[config.mk]
export PLATFORM = sky130hd
export DESIGN_NAME = sequential_list_engine_core
export DESIGN_NICKNAME = d
export VERILOG_FILES = /design/src/rtl/sle_pkg.sv /design/src/rtl/sequential_list_engine_core.sv /design/src/rtl/sle_out_reg.sv
export SDC_FILE = /design/constraint.sdc
export NUM_CORES = 2
export LEC_CHECK = 0
export ABC_AREA = 0
export BUFFER_PORTS_ARGS = -buffer_cell sky130_fd_sc_hd__buf_2
export CORE_UTILIZATION = 30
export CTS_CLUSTER_DIAMETER = 50
export DETAILED_ROUTE_END_ITERATION = 8
export GPL_ROUTABILITY_DRIVEN = 0
export PLACE_DENSITY = 0.42
export SYNTH_ARGS = -nofsm -noshare
export SYNTH_HDL_FRONTEND = slang
export SYNTH_SLANG_ARGS = --single-unit
[constraint.sdc]
create_clock -name clk -period 9.8 [get_ports clk]
set_input_delay 1.96 -clock clk [delete_from_list [all_inputs] [get_ports clk]]
set_output_delay 1.96 -clock clk [all_outputs]
set_load 0.05 [all_outputs]
[src/rtl/sle_pkg.sv]
// ----------------------------------------------------------------------------
// sle_pkg
// Shared types and constants for the sequential list engine.
// ----------------------------------------------------------------------------
package sle_pkg;

  localparam int DEPTH = 64;
  localparam int AW    = 6;
  localparam int LW    = 7;
  localparam int VW    = 16;

  localparam logic [3:0] MD_APPEND   = 4'd0;
  localparam logic [3:0] MD_CLEAR    = 4'd1;
  localparam logic [3:0] MD_READ     = 4'd2;
  localparam logic [3:0] MD_SEARCH   = 4'd3;
  localparam logic [3:0] MD_INSERT   = 4'd4;
  localparam logic [3:0] MD_DELPOS   = 4'd5;
  localparam logic [3:0] MD_DELVAL   = 4'd6;
  localparam logic [3:0] MD_DEDUP    = 4'd7;
  localparam logic [3:0] MD_REVERSE  = 4'd8;
  localparam logic [3:0] MD_SORTUP   = 4'd9;
  localparam logic [3:0] MD_SORTDOWN = 4'd10;
  localparam logic [3:0] MD_PARTN    = 4'd11;
  localparam logic [3:0] MD_MAXRUN   = 4'd12;
  localparam logic [3:0] MD_DUMP     = 4'd13;

  localparam logic [2:0] ST_OK       = 3'd0;
  localparam logic [2:0] ST_NOTFOUND = 3'd1;
  localparam logic [2:0] ST_FULL     = 3'd2;
  localparam logic [2:0] ST_BADPOS   = 3'd3;
  localparam logic [2:0] ST_EMPTY    = 3'd4;

  typedef struct packed {
    logic [VW-1:0] data;
    logic [AW-1:0] idx;
    logic [2:0]    status;
    logic [LW-1:0] count;
    logic          last;
  } res_t;

  function automatic res_t mk_res(logic [VW-1:0] data, logic [AW-1:0] idx,
                                  logic [2:0] status, logic last);
    res_t r;
    r.data   = data;
    r.idx    = idx;
    r.status = status;
    r.count  = '0;
    r.last   = last;
    return r;
  endfunction

endpackage

[src/rtl/sequential_list_engine_core.sv]
// ----------------------------------------------------------------------------
// sequential_list_engine_core
// List of signed words in a single-port-read memory, driven by a sequencer.
// ----------------------------------------------------------------------------
// One request is taken at a time; in_tready is high only while the engine is
// idle. Scans (search, dump, delete, reverse) step through the list entry by
// entry; dump and search can also be held by output stalls. Selection sort
// reads one entry a cycle through the memory read port in its inner scan.
// Remove duplicates is quadratic in the number of entries.
// ----------------------------------------------------------------------------
module sequential_list_engine_core (
  input  logic        clk,
  input  logic        rst_n,
  input  logic        in_tvalid,
  output logic        in_tready,
  input  logic [31:0] in_tdata,   // value[15:0], location[22:16], end_location[29:23]
  input  logic [3:0]  in_tuser,   // mode[3:0]
  output logic        out_tvalid,
  input  logic        out_tready,
  output logic [31:0] out_tdata,  // data[15:0], index[21:16], count[28:22]
  output logic [2:0]  out_tuser,  // status[2:0]
  output logic        out_tlast
);

  localparam int AW = sle_pkg::AW;
  localparam int LW = sle_pkg::LW;
  localparam int VW = sle_pkg::VW;

  typedef enum logic [28:0] {
    S_IDLE    = 29'd1 << 0,
    S_DISP    = 29'd1 << 1,
    S_EMIT    = 29'd1 << 2,
    S_RD1     = 29'd1 << 3,
    S_SR_ISS  = 29'd1 << 4,
    S_SR_CHK  = 29'd1 << 5,
    S_INS_ISS = 29'd1 << 6,
    S_INS_WR  = 29'd1 << 7,
    S_DP_GONE = 29'd1 << 8,
    S_DP_ISS  = 29'd1 << 9,
    S_DP_WR   = 29'd1 << 10,
    S_DV_ISS  = 29'd1 << 11,
    S_DV_CHK  = 29'd1 << 12,
    S_DD_ISS  = 29'd1 << 13,
    S_DD_HOLD = 29'd1 << 14,
    S_DD_RISS = 29'd1 << 15,
    S_DD_RCHK = 29'd1 << 16,
    S_RV_A    = 29'd1 << 17,
    S_RV_B    = 29'd1 << 18,
    S_RV_C    = 29'd1 << 19,
    S_RV_D    = 29'd1 << 20,
    S_SO_OUT  = 29'd1 << 21,
    S_SO_HEAD = 29'd1 << 22,
    S_SO_SCAN = 29'd1 << 23,
    S_SO_SW1  = 29'd1 << 24,
    S_SO_SW2  = 29'd1 << 25,
    S_SO_FIN  = 29'd1 << 26,
    S_MR_ISS  = 29'd1 << 27,
    S_MR_CHK  = 29'd1 << 28
  } state_t;

  state_t        state_r, state_nxt, ret_r, ret_nxt;
  logic [3:0]    op_r, op_nxt;
  logic [VW-1:0] val_r, val_nxt;
  logic [LW-1:0] loc_r, loc_nxt, end_r, end_nxt;
  logic [LW-1:0] len_r, len_nxt;
  logic [LW-1:0] p_r, p_nxt, q_r, q_nxt, r_r, r_nxt, hi_r, hi_nxt;
  logic [AW-1:0] pick_r, pick_nxt;
  logic [VW-1:0] pickv_r, pickv_nxt, pv_r, pv_nxt;
  logic          up_r, up_nxt, stage_r, stage_nxt;
  logic          rv_r, rv_nxt;
  logic [AW-1:0] ra_r, ra_nxt;
  logic          pend_r, pend_nxt;
  logic [AW-1:0] pend_i_r, pend_i_nxt;
  logic [LW-1:0] cs_r, cs_nxt, cl_r, cl_nxt, bs_r, bs_nxt, bl_r, bl_nxt;
  logic [VW-1:0] cv_r, cv_nxt, bv_r, bv_nxt;
  sle_pkg::res_t res_r, res_nxt, res_out;

  logic [VW-1:0] mem [sle_pkg::DEPTH];
  logic [VW-1:0] rdata_r;
  logic          we;
  logic [AW-1:0] wa, rda;
  logic [VW-1:0] wd;

  logic          load, can_load;
  logic [LW-1:0] p_inc, half, mirror;
  logic          better, close_run;
  logic [LW-1:0] fbl, fbs;
  logic [VW-1:0] fbv;

  assign in_tready = (state_r == S_IDLE);
  assign p_inc     = p_r + LW'(1);
  assign half      = len_r >> 1;
  assign mirror    = len_r - LW'(1) - p_r;
  assign better    = up_r ? ($signed(rdata_r) < $signed(pickv_r))
                          : ($signed(rdata_r) > $signed(pickv_r));
  assign close_run = (cl_r >= LW'(2)) && (cl_r > bl_r);
  assign fbl       = close_run ? cl_r : bl_r;
  assign fbs       = close_run ? cs_r : bs_r;
  assign fbv       = close_run ? cv_r : bv_r;

  always_comb begin
    res_out       = res_r;
    res_out.count = len_r;
  end

  always_comb begin
    state_nxt = state_r;  ret_nxt = ret_r;    op_nxt = op_r;
    val_nxt = val_r;      loc_nxt = loc_r;    end_nxt = end_r;
    len_nxt = len_r;      p_nxt = p_r;        q_nxt = q_r;
    r_nxt = r_r;          hi_nxt = hi_r;      pick_nxt = pick_r;
    pickv_nxt = pickv_r;  pv_nxt = pv_r;      up_nxt = up_r;
    stage_nxt = stage_r;  rv_nxt = 1'b0;      ra_nxt = ra_r;
    pend_nxt = pend_r;    pend_i_nxt = pend_i_r;
    cs_nxt = cs_r;        cl_nxt = cl_r;      bs_nxt = bs_r;
    bl_nxt = bl_r;        cv_nxt = cv_r;      bv_nxt = bv_r;
    res_nxt = res_r;
    we = 1'b0;  wa = '0;  wd = '0;  rda = '0;  load = 1'b0;

    unique case (state_r)
      S_IDLE: begin
        if (in_tvalid) begin
          op_nxt    = in_tuser;
          val_nxt   = in_tdata[15:0];
          loc_nxt   = in_tdata[22:16];
          end_nxt   = in_tdata[29:23];
          state_nxt = S_DISP;
        end
      end
      S_DISP: begin
        ret_nxt   = S_IDLE;
        state_nxt = S_EMIT;
        unique case (op_r) inside
          sle_pkg::MD_APPEND: begin
            if (len_r >= LW'(sle_pkg::DEPTH)) begin
              res_nxt = sle_pkg::mk_res(val_r, '0, sle_pkg::ST_FULL, 1'b1);
            end else begin
              we = 1'b1;  wa = len_r[AW-1:0];  wd = val_r;
              len_nxt = len_r + LW'(1);
              res_nxt = sle_pkg::mk_res(val_r, len_r[AW-1:0], sle_pkg::ST_OK, 1'b1);
            end
          end
          sle_pkg::MD_CLEAR: begin
            len_nxt = '0;
            res_nxt = sle_pkg::mk_res('0, '0, sle_pkg::ST_OK, 1'b1);
          end
          sle_pkg::MD_READ: begin
            if (loc_r >= len_r) begin
              res_nxt = sle_pkg::mk_res('0, '0, sle_pkg::ST_BADPOS, 1'b1);
            end else begin
              rda = loc_r[AW-1:0];
              state_nxt = S_RD1;
            end
          end
          sle_pkg::MD_SEARCH: begin
            p_nxt = '0;  pend_nxt = 1'b0;
            state_nxt = S_SR_ISS;
          end
          sle_pkg::MD_INSERT: begin
            if (len_r >= LW'(sle_pkg::DEPTH)) begin
              res_nxt = sle_pkg::mk_res(val_r, '0, sle_pkg::ST_FULL, 1'b1);
            end else if (loc_r > len_r) begin
              res_nxt = sle_pkg::mk_res(val_r, '0, sle_pkg::ST_BADPOS, 1'b1);
            end else begin
              p_nxt = len_r;
              state_nxt = S_INS_ISS;
            end
          end
          sle_pkg::MD_DELPOS: begin
            if (loc_r >= len_r) begin
              res_nxt = sle_pkg::mk_res('0, '0, sle_pkg::ST_BADPOS, 1'b1);
            end else begin
              rda = loc_r[AW-1:0];
              state_nxt = S_DP_GONE;
            end
          end
          sle_pkg::MD_DELVAL: begin
            p_nxt = '0;  q_nxt = '0;
            state_nxt = S_DV_ISS;
          end
          sle_pkg::MD_DEDUP: begin
            p_nxt = '0;  q_nxt = '0;
            state_nxt = S_DD_ISS;
          end
          sle_pkg::MD_REVERSE: begin
            p_nxt = '0;
            state_nxt = S_RV_A;
          end
          sle_pkg::MD_SORTUP, sle_pkg::MD_SORTDOWN: begin
            if (loc_r > end_r || end_r > len_r) begin
              res_nxt = sle_pkg::mk_res('0, '0, sle_pkg::ST_BADPOS, 1'b1);
            end else begin
              p_nxt = loc_r;  hi_nxt = end_r;
              up_nxt = (op_r == sle_pkg::MD_SORTUP);
              state_nxt = S_SO_OUT;
            end
          end
          sle_pkg::MD_PARTN: begin
            if (loc_r >= len_r) begin
              res_nxt = sle_pkg::mk_res('0, '0, sle_pkg::ST_BADPOS, 1'b1);
            end else begin
              p_nxt = loc_r + LW'(1);  hi_nxt = len_r;
              up_nxt = 1'b0;  stage_nxt = 1'b0;
              state_nxt = S_SO_OUT;
            end
          end
          sle_pkg::MD_MAXRUN: begin
            p_nxt = '0;  hi_nxt = len_r;  up_nxt = 1'b1;
            state_nxt = S_SO_OUT;
          end
          sle_pkg::MD_DUMP: begin
            if (len_r == '0) begin
              res_nxt = sle_pkg::mk_res('0, '0, sle_pkg::ST_EMPTY, 1'b1);
            end else begin
              p_nxt = '0;
              rda = '0;
              state_nxt = S_SR_CHK;
            end
          end
          default: begin
            state_nxt = S_IDLE;
          end
        endcase
      end
      S_EMIT: begin
        // keep the next dump entry on the read port while the word waits
        rda = p_r[AW-1:0];
        load = 1'b1;
        if (can_load) begin
          state_nxt = ret_r;
        end
      end
      S_RD1: begin
        res_nxt = sle_pkg::mk_res(rdata_r, loc_r[AW-1:0], sle_pkg::ST_OK, 1'b1);
        ret_nxt = S_IDLE;  state_nxt = S_EMIT;
      end
      S_SR_ISS: begin
        if (p_r < len_r) begin
          rda = p_r[AW-1:0];
          state_nxt = S_SR_CHK;
        end else begin
          ret_nxt = S_IDLE;  state_nxt = S_EMIT;
          if (pend_r) begin
            res_nxt = sle_pkg::mk_res(val_r, pend_i_r, sle_pkg::ST_OK, 1'b1);
          end else begin
            res_nxt = sle_pkg::mk_res(val_r, '0, sle_pkg::ST_NOTFOUND, 1'b1);
          end
        end
      end
      S_SR_CHK: begin
        // shared by search (hold one match back to mark the last) and dump
        p_nxt = p_inc;
        if (op_r == sle_pkg::MD_DUMP) begin
          res_nxt = sle_pkg::mk_res(rdata_r, p_r[AW-1:0], sle_pkg::ST_OK,
                                    p_inc == len_r);
          ret_nxt = (p_inc == len_r) ? S_IDLE : S_SR_CHK;
          rda = p_inc[AW-1:0];
          state_nxt = S_EMIT;
        end else begin
          state_nxt = S_SR_ISS;
          if (rdata_r == val_r) begin
            pend_nxt = 1'b1;  pend_i_nxt = p_r[AW-1:0];
            if (pend_r) begin
              res_nxt = sle_pkg::mk_res(val_r, pend_i_r, sle_pkg::ST_OK, 1'b0);
              ret_nxt = S_SR_ISS;  state_nxt = S_EMIT;
            end
          end
        end
      end
      S_INS_ISS: begin
        if (p_r > loc_r) begin
          rda = p_r[AW-1:0] - AW'(1);
          state_nxt = S_INS_WR;
        end else begin
          we = 1'b1;  wa = loc_r[AW-1:0];  wd = val_r;
          len_nxt = len_r + LW'(1);
          res_nxt = sle_pkg::mk_res(val_r, loc_r[AW-1:0], sle_pkg::ST_OK, 1'b1);
          ret_nxt = S_IDLE;  state_nxt = S_EMIT;
        end
      end
      S_INS_WR: begin
        we = 1'b1;  wa = p_r[AW-1:0];  wd = rdata_r;
        p_nxt = p_r - LW'(1);
        state_nxt = S_INS_ISS;
      end
      S_DP_GONE: begin
        pv_nxt = rdata_r;  p_nxt = loc_r;
        state_nxt = S_DP_ISS;
      end
      S_DP_ISS: begin
        if (p_inc < len_r) begin
          rda = p_inc[AW-1:0];
          state_nxt = S_DP_WR;
        end else begin
          len_nxt = len_r - LW'(1);
          res_nxt = sle_pkg::mk_res(pv_r, loc_r[AW-1:0], sle_pkg::ST_OK, 1'b1);
          ret_nxt = S_IDLE;  state_nxt = S_EMIT;
        end
      end
      S_DP_WR: begin
        we = 1'b1;  wa = p_r[AW-1:0];  wd = rdata_r;
        p_nxt = p_inc;
        state_nxt = S_DP_ISS;
      end
      S_DV_ISS: begin
        if (p_r < len_r) begin
          rda = p_r[AW-1:0];
          state_nxt = S_DV_CHK;
        end else begin
          len_nxt = q_r;
          res_nxt = sle_pkg::mk_res(val_r, '0, (q_r == len_r) ? sle_pkg::ST_NOTFOUND
                                                             : sle_pkg::ST_OK, 1'b1);
          ret_nxt = S_IDLE;  state_nxt = S_EMIT;
        end
      end
      S_DV_CHK: begin
        if (rdata_r != val_r) begin
          we = 1'b1;  wa = q_r[AW-1:0];  wd = rdata_r;
          q_nxt = q_r + LW'(1);
        end
        p_nxt = p_inc;
        state_nxt = S_DV_ISS;
      end
      S_DD_ISS: begin
        if (p_r < len_r) begin
          rda = p_r[AW-1:0];
          state_nxt = S_DD_HOLD;
        end else begin
          len_nxt = q_r;
          res_nxt = sle_pkg::mk_res('0, '0, sle_pkg::ST_OK, 1'b1);
          ret_nxt = S_IDLE;  state_nxt = S_EMIT;
        end
      end
      S_DD_HOLD: begin
        pv_nxt = rdata_r;  r_nxt = '0;
        state_nxt = S_DD_RISS;
      end
      S_DD_RISS: begin
        if (r_r < q_r) begin
          rda = r_r[AW-1:0];
          state_nxt = S_DD_RCHK;
        end else begin
          we = 1'b1;  wa = q_r[AW-1:0];  wd = pv_r;
          q_nxt = q_r + LW'(1);  p_nxt = p_inc;
          state_nxt = S_DD_ISS;
        end
      end
      S_DD_RCHK: begin
        if (rdata_r == pv_r) begin
          p_nxt = p_inc;
          state_nxt = S_DD_ISS;
        end else begin
          r_nxt = r_r + LW'(1);
          state_nxt = S_DD_RISS;
        end
      end
      S_RV_A: begin
        if (p_r < half) begin
          rda = p_r[AW-1:0];
          state_nxt = S_RV_B;
        end else begin
          res_nxt = sle_pkg::mk_res('0, '0, sle_pkg::ST_OK, 1'b1);
          ret_nxt = S_IDLE;  state_nxt = S_EMIT;
        end
      end
      S_RV_B: begin
        pv_nxt = rdata_r;
        rda = mirror[AW-1:0];
        state_nxt = S_RV_C;
      end
      S_RV_C: begin
        we = 1'b1;  wa = p_r[AW-1:0];  wd = rdata_r;
        state_nxt = S_RV_D;
      end
      S_RV_D: begin
        we = 1'b1;  wa = mirror[AW-1:0];  wd = pv_r;
        p_nxt = p_inc;
        state_nxt = S_RV_A;
      end
      S_SO_OUT: begin
        if (p_inc < hi_r) begin
          rda = p_r[AW-1:0];
          state_nxt = S_SO_HEAD;
        end else begin
          state_nxt = S_SO_FIN;
        end
      end
      S_SO_HEAD: begin
        pv_nxt = rdata_r;  pickv_nxt = rdata_r;
        pick_nxt = p_r[AW-1:0];  q_nxt = p_inc;
        state_nxt = S_SO_SCAN;
      end
      S_SO_SCAN: begin
        // one read issued and one compare retired per cycle
        if (q_r < hi_r) begin
          rda = q_r[AW-1:0];
          rv_nxt = 1'b1;  ra_nxt = q_r[AW-1:0];
          q_nxt = q_r + LW'(1);
        end else if (!rv_r) begin
          state_nxt = S_SO_SW1;
        end
        if (rv_r && better) begin
          pick_nxt = ra_r;  pickv_nxt = rdata_r;
        end
      end
      S_SO_SW1: begin
        we = 1'b1;  wa = p_r[AW-1:0];  wd = pickv_r;
        state_nxt = S_SO_SW2;
      end
      S_SO_SW2: begin
        we = 1'b1;  wa = pick_r;  wd = pv_r;
        p_nxt = p_inc;
        state_nxt = S_SO_OUT;
      end
      S_SO_FIN: begin
        if (op_r == sle_pkg::MD_MAXRUN) begin
          p_nxt = '0;  cl_nxt = '0;  bl_nxt = '0;
          state_nxt = S_MR_ISS;
        end else if (op_r == sle_pkg::MD_PARTN && !stage_r) begin
          stage_nxt = 1'b1;  p_nxt = '0;  hi_nxt = loc_r;  up_nxt = 1'b1;
          state_nxt = S_SO_OUT;
        end else begin
          res_nxt = sle_pkg::mk_res('0, '0, sle_pkg::ST_OK, 1'b1);
          ret_nxt = S_IDLE;  state_nxt = S_EMIT;
        end
      end
      S_MR_ISS: begin
        if (p_r < len_r) begin
          rda = p_r[AW-1:0];
          state_nxt = S_MR_CHK;
        end else begin
          if (fbl == '0) begin
            res_nxt = sle_pkg::mk_res('0, '0, sle_pkg::ST_EMPTY, 1'b1);
          end else begin
            res_nxt = sle_pkg::mk_res(fbv, fbs[AW-1:0], sle_pkg::ST_OK, 1'b1);
          end
          ret_nxt = S_IDLE;  state_nxt = S_EMIT;
        end
      end
      S_MR_CHK: begin
        if (cl_r != '0 && rdata_r == cv_r) begin
          cl_nxt = cl_r + LW'(1);
        end else begin
          bl_nxt = fbl;  bs_nxt = fbs;  bv_nxt = fbv;
          cs_nxt = p_r;  cl_nxt = LW'(1);  cv_nxt = rdata_r;
        end
        p_nxt = p_inc;
        state_nxt = S_MR_ISS;
      end
      default: begin
        state_nxt = S_IDLE;
      end
    endcase
  end

  always_ff @(posedge clk) begin
    if (we) begin
      mem[wa] <= wd;
    end
    rdata_r <= mem[rda];
  end

  always_ff @(posedge clk) begin
    if (!rst_n) begin
      state_r <= S_IDLE;
      ret_r   <= S_IDLE;
      len_r   <= '0;
      rv_r    <= 1'b0;
    end else begin
      state_r <= state_nxt;
      ret_r   <= ret_nxt;
      len_r   <= len_nxt;
      rv_r    <= rv_nxt;
    end
  end

  always_ff @(posedge clk) begin
    op_r     <= op_nxt;     val_r   <= val_nxt;   loc_r  <= loc_nxt;
    end_r    <= end_nxt;    p_r     <= p_nxt;     q_r    <= q_nxt;
    r_r      <= r_nxt;      hi_r    <= hi_nxt;    pick_r <= pick_nxt;
    pickv_r  <= pickv_nxt;  pv_r    <= pv_nxt;    up_r   <= up_nxt;
    stage_r  <= stage_nxt;  ra_r    <= ra_nxt;    pend_r <= pend_nxt;
    pend_i_r <= pend_i_nxt; cs_r    <= cs_nxt;    cl_r   <= cl_nxt;
    bs_r     <= bs_nxt;     bl_r    <= bl_nxt;    cv_r   <= cv_nxt;
    bv_r     <= bv_nxt;     res_r   <= res_nxt;
  end

  sle_out_reg u_out (
    .clk        (clk),
    .rst_n      (rst_n),
    .load       (load),
    .res        (res_out),
    .can_load   (can_load),
    .out_tvalid (out_tvalid),
    .out_tready (out_tready),
    .out_tdata  (out_tdata),
    .out_tuser  (out_tuser),
    .out_tlast  (out_tlast)
  );

endmodule

[src/rtl/sle_out_reg.sv]
// ----------------------------------------------------------------------------
// sle_out_reg
// Result holding register between the sequencer and the master stream port.
// ----------------------------------------------------------------------------
module sle_out_reg (
  input  logic              clk,
  input  logic              rst_n,
  input  logic              load,
  input  sle_pkg::res_t     res,
  output logic              can_load,
  output logic              out_tvalid,
  input  logic              out_tready,
  output logic [31:0]       out_tdata,  // data[15:0], index[21:16], count[28:22]
  output logic [2:0]        out_tuser,  // status[2:0]
  output logic              out_tlast
);

  logic          valid_r, valid_nxt;
  sle_pkg::res_t hold_r;

  assign can_load = !valid_r || out_tready;

  always_comb begin
    valid_nxt = valid_r;
    if (load && can_load) begin
      valid_nxt = 1'b1;
    end else if (out_tready) begin
      valid_nxt = 1'b0;
    end
  end

  always_ff @(posedge clk) begin
    if (!rst_n) begin
      valid_r <= 1'b0;
    end else begin
      valid_r <= valid_nxt;
    end
  end

  always_ff @(posedge clk) begin
    if (load && can_load) begin
      hold_r <= res;
    end
  end

  assign out_tvalid = valid_r;
  assign out_tdata  = {3'd0, hold_r.count, hold_r.idx, hold_r.data};
  assign out_tuser  = hold_r.status;
  assign out_tlast  = hold_r.last;

endmodule

Yosys cells after proc, flatten, opt, wreduce, memory -nomap -nowiden
Memories as Yosys holds them, arrays and structs flattened. A register that Yosys moved wholly into a read port is not among the register bits.
Index checks and enable logic that the tools add are counted.
{"block": "op_classes", "n_div": 0, "eq_ne": 95, "n_mux": 152, "n_reduce_logical": 58, "n_shift": 0, "n_lt_le_gt_ge": 16, "add_sub_neg": 10, "n_bitwise": 2, "mul": 0}
{"op": "$pmux W29 S28", "count": 1}
{"op": "$mux W33", "count": 18}
{"op": "$mux W29", "count": 14}
{"op": "$pmux W33 S11", "count": 1}
{"op": "$pmux W22 S12", "count": 1}
{"op": "$pmux W29 S7", "count": 1}
{"op": "$pmux W33 S6", "count": 1}
{"op": "$mux W7", "count": 28}
{"op": "$mux W16", "count": 8}
{"op": "$mux W6", "count": 20}
{"op": "$pmux W16 S7", "count": 1}
{"op": "$pmux W7 S2", "count": 5}
{"op": "$pmux W7 S5", "count": 2}
{"op": "$mux W22", "count": 3}
{"op": "$pmux W6 S11", "count": 1}
{"op": "$ne A2 B2 Y1 const B", "count": 29}
{"op": "$mux W17", "count": 3}
{"op": "$pmux W7 S7", "count": 1}
{"op": "$eq A16 B16 Y1", "count": 3}
{"op": "$add A7 B1 Y7 const B", "count": 6}
{"op": "$pmux W6 S7", "count": 1}
{"op": "$ne A3 B3 Y1 const B", "count": 13}
{"op": "$gt A7 B7 Y1", "count": 5}
{"op": "$lt A7 B7 Y1", "count": 5}
{"op": "other kinds (90)", "count": 162}
{"block": "totals", "mem_bits_ro": 0, "wordCells": 370, "output_inout_bits": 38, "latchBits": 0, "register_bits": 299, "memories": 1, "inputBits": 40, "mem_bits_rw": 1024}
{"name": "mem", "words": 64, "word_bits": 16, "read_ports": 1, "rd_ports_with_merged_regs": 1, "write_ports": 1, "line_no": "sequential_list_engine_core.sv:78", "source": "logic [VW-1:0] mem [sle_pkg::DEPTH];"}

Longest topological paths before layout
{"block": "logic_depth", "word_depth": 7, "depth_mapped": 23}

Cells and area by module
From an unflattened synthesis, not the netlist that was laid out.
{"block": "hier_totals", "hier_cells": 3666, "hier_area_um2": 57033.4}
{"mod": "sequential_list_engine_core", "instances": 1, "area_per_inst_um2": 55958.7, "cells_per_inst": 3624}
{"mod": "sle_out_reg", "instances": 1, "area_per_inst_um2": 1074.8, "cells_per_inst": 42}

Worst setup path before layout
No wires, ideal clock.
{"block": "synth_path", "path_type": "register to register", "from": "register p_r[0]", "to": "register res_r, in the netlist res_out[0], enable pin", "slack_ps": 4402, "path_stages_with_launch": 12, "setup_time_ps": 452, "synth_period_minus_slack_ps": 5398, "n_path_buf": 1, "t_arrival_ps": 4946, "cell_sequence": "edfxtp_1 buf_1 inv_1 nor3_1 xnor2_1 inv_1 ha_1 and3_1 o21ai_0 a32oi_1 o2111ai_1 a211oi_1"}
{"block": "synth_via", "elab_chain_len": 4}
{"element": "start: declaration", "line_no": "sequential_list_engine_core.sv:66", "source": "logic [LW-1:0] p_r, p_nxt, q_r, q_nxt, r_r, r_nxt, hi_r, hi_nxt;"}
{"element": "start signal: assignment", "line_no": "sequential_list_engine_core.sv:478", "source": "end_r <= end_nxt; p_r <= p_nxt; q_r <= q_nxt;"}
{"element": "$add A7 B1 Y7", "line_no": "sequential_list_engine_core.sv:91", "source": "assign p_inc = p_r + LW'(1);"}
{"element": "$lt A7 B7 Y1", "line_no": "sequential_list_engine_core.sv:290", "source": "if (p_inc < len_r) begin"}
{"element": "$ne A2 B2 Y1 (no source line)"}
{"element": "$reduce_and A17 Y1 (no source line) *"}
{"element": "end signal: assignment", "line_no": "sequential_list_engine_core.sv:484", "source": "bv_r <= bv_nxt; res_r <= res_nxt;"}
{"element": "end: declaration", "line_no": "sequential_list_engine_core.sv:76", "source": "sle_pkg::res_t res_r, res_nxt, res_out;"}
Every way passes the cells marked *; elsewhere a longest branch is shown, timed or not.
A chain may end at the register's enable or synchronous reset.

Final worst setup path
{"block": "layout_path", "from": "register p_r[1]", "to": "register rdata_r[14] (read register of mem)"}
{"block": "layout_via", "elab_chain_len": 4}
{"element": "$add A7 B1 Y7", "line_no": "sequential_list_engine_core.sv:91"}
{"element": "$lt A7 B7 Y1, on equally long branches", "line_no": "sequential_list_engine_core.sv:380, sequential_list_engine_core.sv:290"}
{"element": "$mux W6, on equally long branches", "line_no": "sequential_list_engine_core.sv:380, sequential_list_engine_core.sv:290"}
{"element": "$pmux W6 S11 *", "line_no": "sequential_list_engine_core.sv:119", "source": "unique case (state_r)"}
{"element": "end: declaration", "line_no": "sequential_list_engine_core.sv:79", "source": "logic [VW-1:0] rdata_r;"}
Marks and branches as above.

==> summary.txt <==
Setup path
  • Critical Path Start Type: flip-flop
  • Setup crit end kind: flip-flop
  • Buf/Inv on CP: 4
  • R2R setup slack: 2500 ps
  • Max stage delay on crit path: 1220 ps
  • Worst path cell trace: buf_4 > inv_1 > nor3_1 > xnor2_1 > inv_1 > ha_1 > and3_1 > o21ai_0 > a31oi_1 > nor2_1 > a2111oi_1 > buf_4 > nand2b_1 > a2111oi_0 > a311oi_1 > nand4_1 > and3_1
  • RR Startpoint: p_r[1]$_DFFE_PP_
  • Worst-path fanout max: 13
  • Crit path capture: rdata_r[14]$_DFF_P_
  • Req. time, crit path: 10460 ps
  • FF-to-FF path depth: 17
  • Crit Path Class: reg2reg
  • Crit. Startpoint: p_r[1]$_DFFE_PP_
  • Worst r2r dst: rdata_r[14]$_DFF_P_
  • Worst path depth: 17
  • CP max stage cell: a2111oi_1
  • Top Family by Delay on Critical Path: compound AO/OA/AOI/OAI gates
  • Worst endpoint data arrival time: 7960 ps

Die
  • DIE WIDTH: 441 µm
  • Initial Util: 0.303
  • FP Rows: 160
  • Die Area: 194000 µm²
  • # IOs: 78
  • Die height: 441 µm
  • Core Region: 191000 µm²

Synthesis
  • Main synth FF type: edfxtp_1
  • Yosys warnings: 0
  • Cell count after synthesis: 4361
  • Synth cell types: 90
  • Syn avg cell area: 13.2 µm²
  • #FFs+latches synth: 1313
  • Ys async rst share: 0
  • EDFF count, synth: 1256
  • Sequential area share after synthesis: 0.673
  • Synthesized area: 57700 µm²

Clock network
  • Hold buffers post-CTS: 0
  • Largest buffer count on any clock path: 3
  • Sink Count: 1313
  • Cts bufs inserted: 168
  • Clock Root Buffer: clkbuf_16
  • Post-CTS Setup Inserts: 0
  • CTS HTree Levels: 4
  • Clk_lat worst skew: 820 ps
  • CTS tree: built
  • Post-cts sizing count: 0
  • Clock slew seen by the registers of the worst setup and hold paths: 60 ps

Routing
  • Total number of vias: 37400
  • Routed Antenna Nets: 0
  • Via/cell ratio: 5.21
  • Initial DRC count: 3777
  • Wirelength, routed: 195000 µm
  • Drt pass-1 iters: 6
  • Wire length per cell: 27.1 µm
  • DRC: 0

Min path
  • Hold Path Class: reg2reg
  • Cell count of the worst hold path: 0

STA
  • Endpoints failing setup: 0
  • RSZ-0062 raised after global routing: no
  • Slew @ Worst Pin: 1450 ps
  • Post-Route Setup TNS: 0 ps
  • Fin. max-slew vios: 0
  • Fin crit share: 0.745
  • Post-route minimum period: 7300 ps
  • Clock Skew: 43.4 ps
  • Number of hold violations in the final report: 0
  • Relative slew slack: 0.0291
  • Hold_ws: 417 ps
  • Peak Freq: 0.137 GHz
  • Worst setup margin: 2500 ps

Status
  • Status: completed

Final layout
  • Non-filler cells in the finished layout: 7182
  • Most frequent cells in the layout: edfxtp_1 (1256), nand2_1 (777), nand3_1 (238), nor2_1 (216), clkbuf_16 (171)
  • Share of layout cells above drive strength 1: 0.154
  • Area Growth Syn to Fin: 16.4%
  • Layout fillers: 18600
  • Most common cell after layout, fill and taps aside: edfxtp_1
  • Nets: 4669

Power and ir drop
  • Static Leak: 0.0233 µW
  • Pwr dens: 185 nW/µm²
  • Max IR drop VDD: 0.198 mV

Placement
  • Cells after DPL: 6867
  • DP Wirelength: 124000 µm
  • Place WS: 2650 ps
  • Port Buf Inserts: 72

Global route
  • Number of global-route vias before repair: 36200
  • Initial antenna violation count: 11
  • Total grt overflow: 0
  • All-Layer GR Usage: 0.198
  • Largest net degree at the start of global routing: 117
  • Global-route wire length before repair: 275000 µm

Job
  • Max Cap Viol: 0
[logic make-up after synthesis]
family / share of synthesized area
flops: 0.673
mux: 0.0523
fa+ha+maj: 0.0226
other cells: 0.0000649
xor+xnor: 0.0146
simple gates: 0.133
compound gates: 0.0787
buf+inv: 0.0259
[stage by stage]
stage	area, µm²	util	power, µW
floorplan	57700	-	6360
global placement	61700	0.324	6460
detailed placement	61700	0.324	6460
CTS	67200	0.353	12600
global route	67200	0.353	12800
finish	67200	0.353	12400
[registers in the layout (all words and copies together), names as in the netlist, 16 cells and up]
register	flops
mem	1024
u_out.out_tdata	29
pickv_r	16
res_out	26
bv_r	16
rdata_r	16
val_r	16
state_r	29
pv_r	16
cv_r	16
[worst min-delay path by stage]
| stage | startpoint | end | slack (ps) |
|---|---|---|---|
| global placement | res_out[8]$_DFFE_PP_ | u_out.out_tuser[0]$_DFFE_PP_ | 410 |
| floorplan | res_out[17]$_DFFE_PP_ | u_out.out_tdata[0]$_DFFE_PP_ | 400 |
| finish | res_out[19]$_DFFE_PP_ | u_out.out_tdata[2]$_DFFE_PP_ | 420 |
| global route | res_out[27]$_DFFE_PP_ | u_out.out_tdata[10]$_DFFE_PP_ | 430 |
| CTS | res_out[11]$_DFFE_PP_ | u_out.out_tdata[16]$_DFFE_PP_ | 420 |
| detailed placement | res_out[11]$_DFFE_PP_ | u_out.out_tdata[16]$_DFFE_PP_ | 400 |
[cells in the mapped netlist (12+ instances only)]
library cell | count | area, µm²
a21oi_1 | 162 | 811
nand2_1 | 794 | 2980
nand3_1 | 239 | 1200
o2111ai_1 | 14 | 123
o22ai_1 | 25 | 156
mux2_2 | 42 | 473
buf_2 | 80 | 400
and2_1 | 19 | 119
buf_4 | 16 | 120
xnor2_1 | 47 | 412
nand2b_1 | 29 | 181
ha_1 | 102 | 1280
clkbuf_1 | 122 | 458
and3_1 | 58 | 363
a222oi_1 | 34 | 340
nor2b_1 | 26 | 163
mux2i_1 | 91 | 911
nor4_1 | 25 | 156
xor2_1 | 47 | 412
o21ai_0 | 82 | 410
inv_1 | 90 | 338
a21o_1 | 18 | 135
a31oi_1 | 36 | 225
a311oi_1 | 14 | 123
a22oi_1 | 36 | 270
dfxtp_1 | 57 | 1140
nor2_1 | 228 | 856
o21ai_1 | 13 | 65.1
or4_1 | 12 | 90.1
mux4_2 | 72 | 1620
or3_1 | 23 | 144
nand4_1 | 46 | 288
buf_1 | 22 | 82.6
edfxtp_1 | 1256 | 37700
a221o_1 | 15 | 150
nor3_1 | 76 | 380
a31o_2 | 28 | 245
a211oi_1 | 46 | 345
a221oi_1 | 30 | 263
[metal layers]
metal	wire length [µm]	global-route usage	vias up
met3	12000	0.0375	291
met4	6370	0.0705	4
met2	89300	0.310	1203
met1	87100	0.274	19000
li1	-	-	17000
met5	30	0	-
[where the power goes]
group	internal (µW)	total, µW	switching, µW
Combinational	76.5	231	154
Sequential	6080	6120	31.7
Clock	3550	6090	2540
[final cells by class]
cell class / count / area (µm²) / share of cell area
flip-flops and latches: 1313 / 38900 / 0.578
clock buffers: 205 / 4430 / 0.0659
inverters: 90 / 338 / 0.00503
repair buffers: 242 / 1750 / 0.0260
clock inverters: 108 / 1040 / 0.0155
multi-input cells: 2711 / 17600 / 0.263
diodes: 2 / 5.00 / 0.0000745
well taps: 2511 / 3140 / 0.0468
Note: power is estimated with default switching activity, not from simulation.
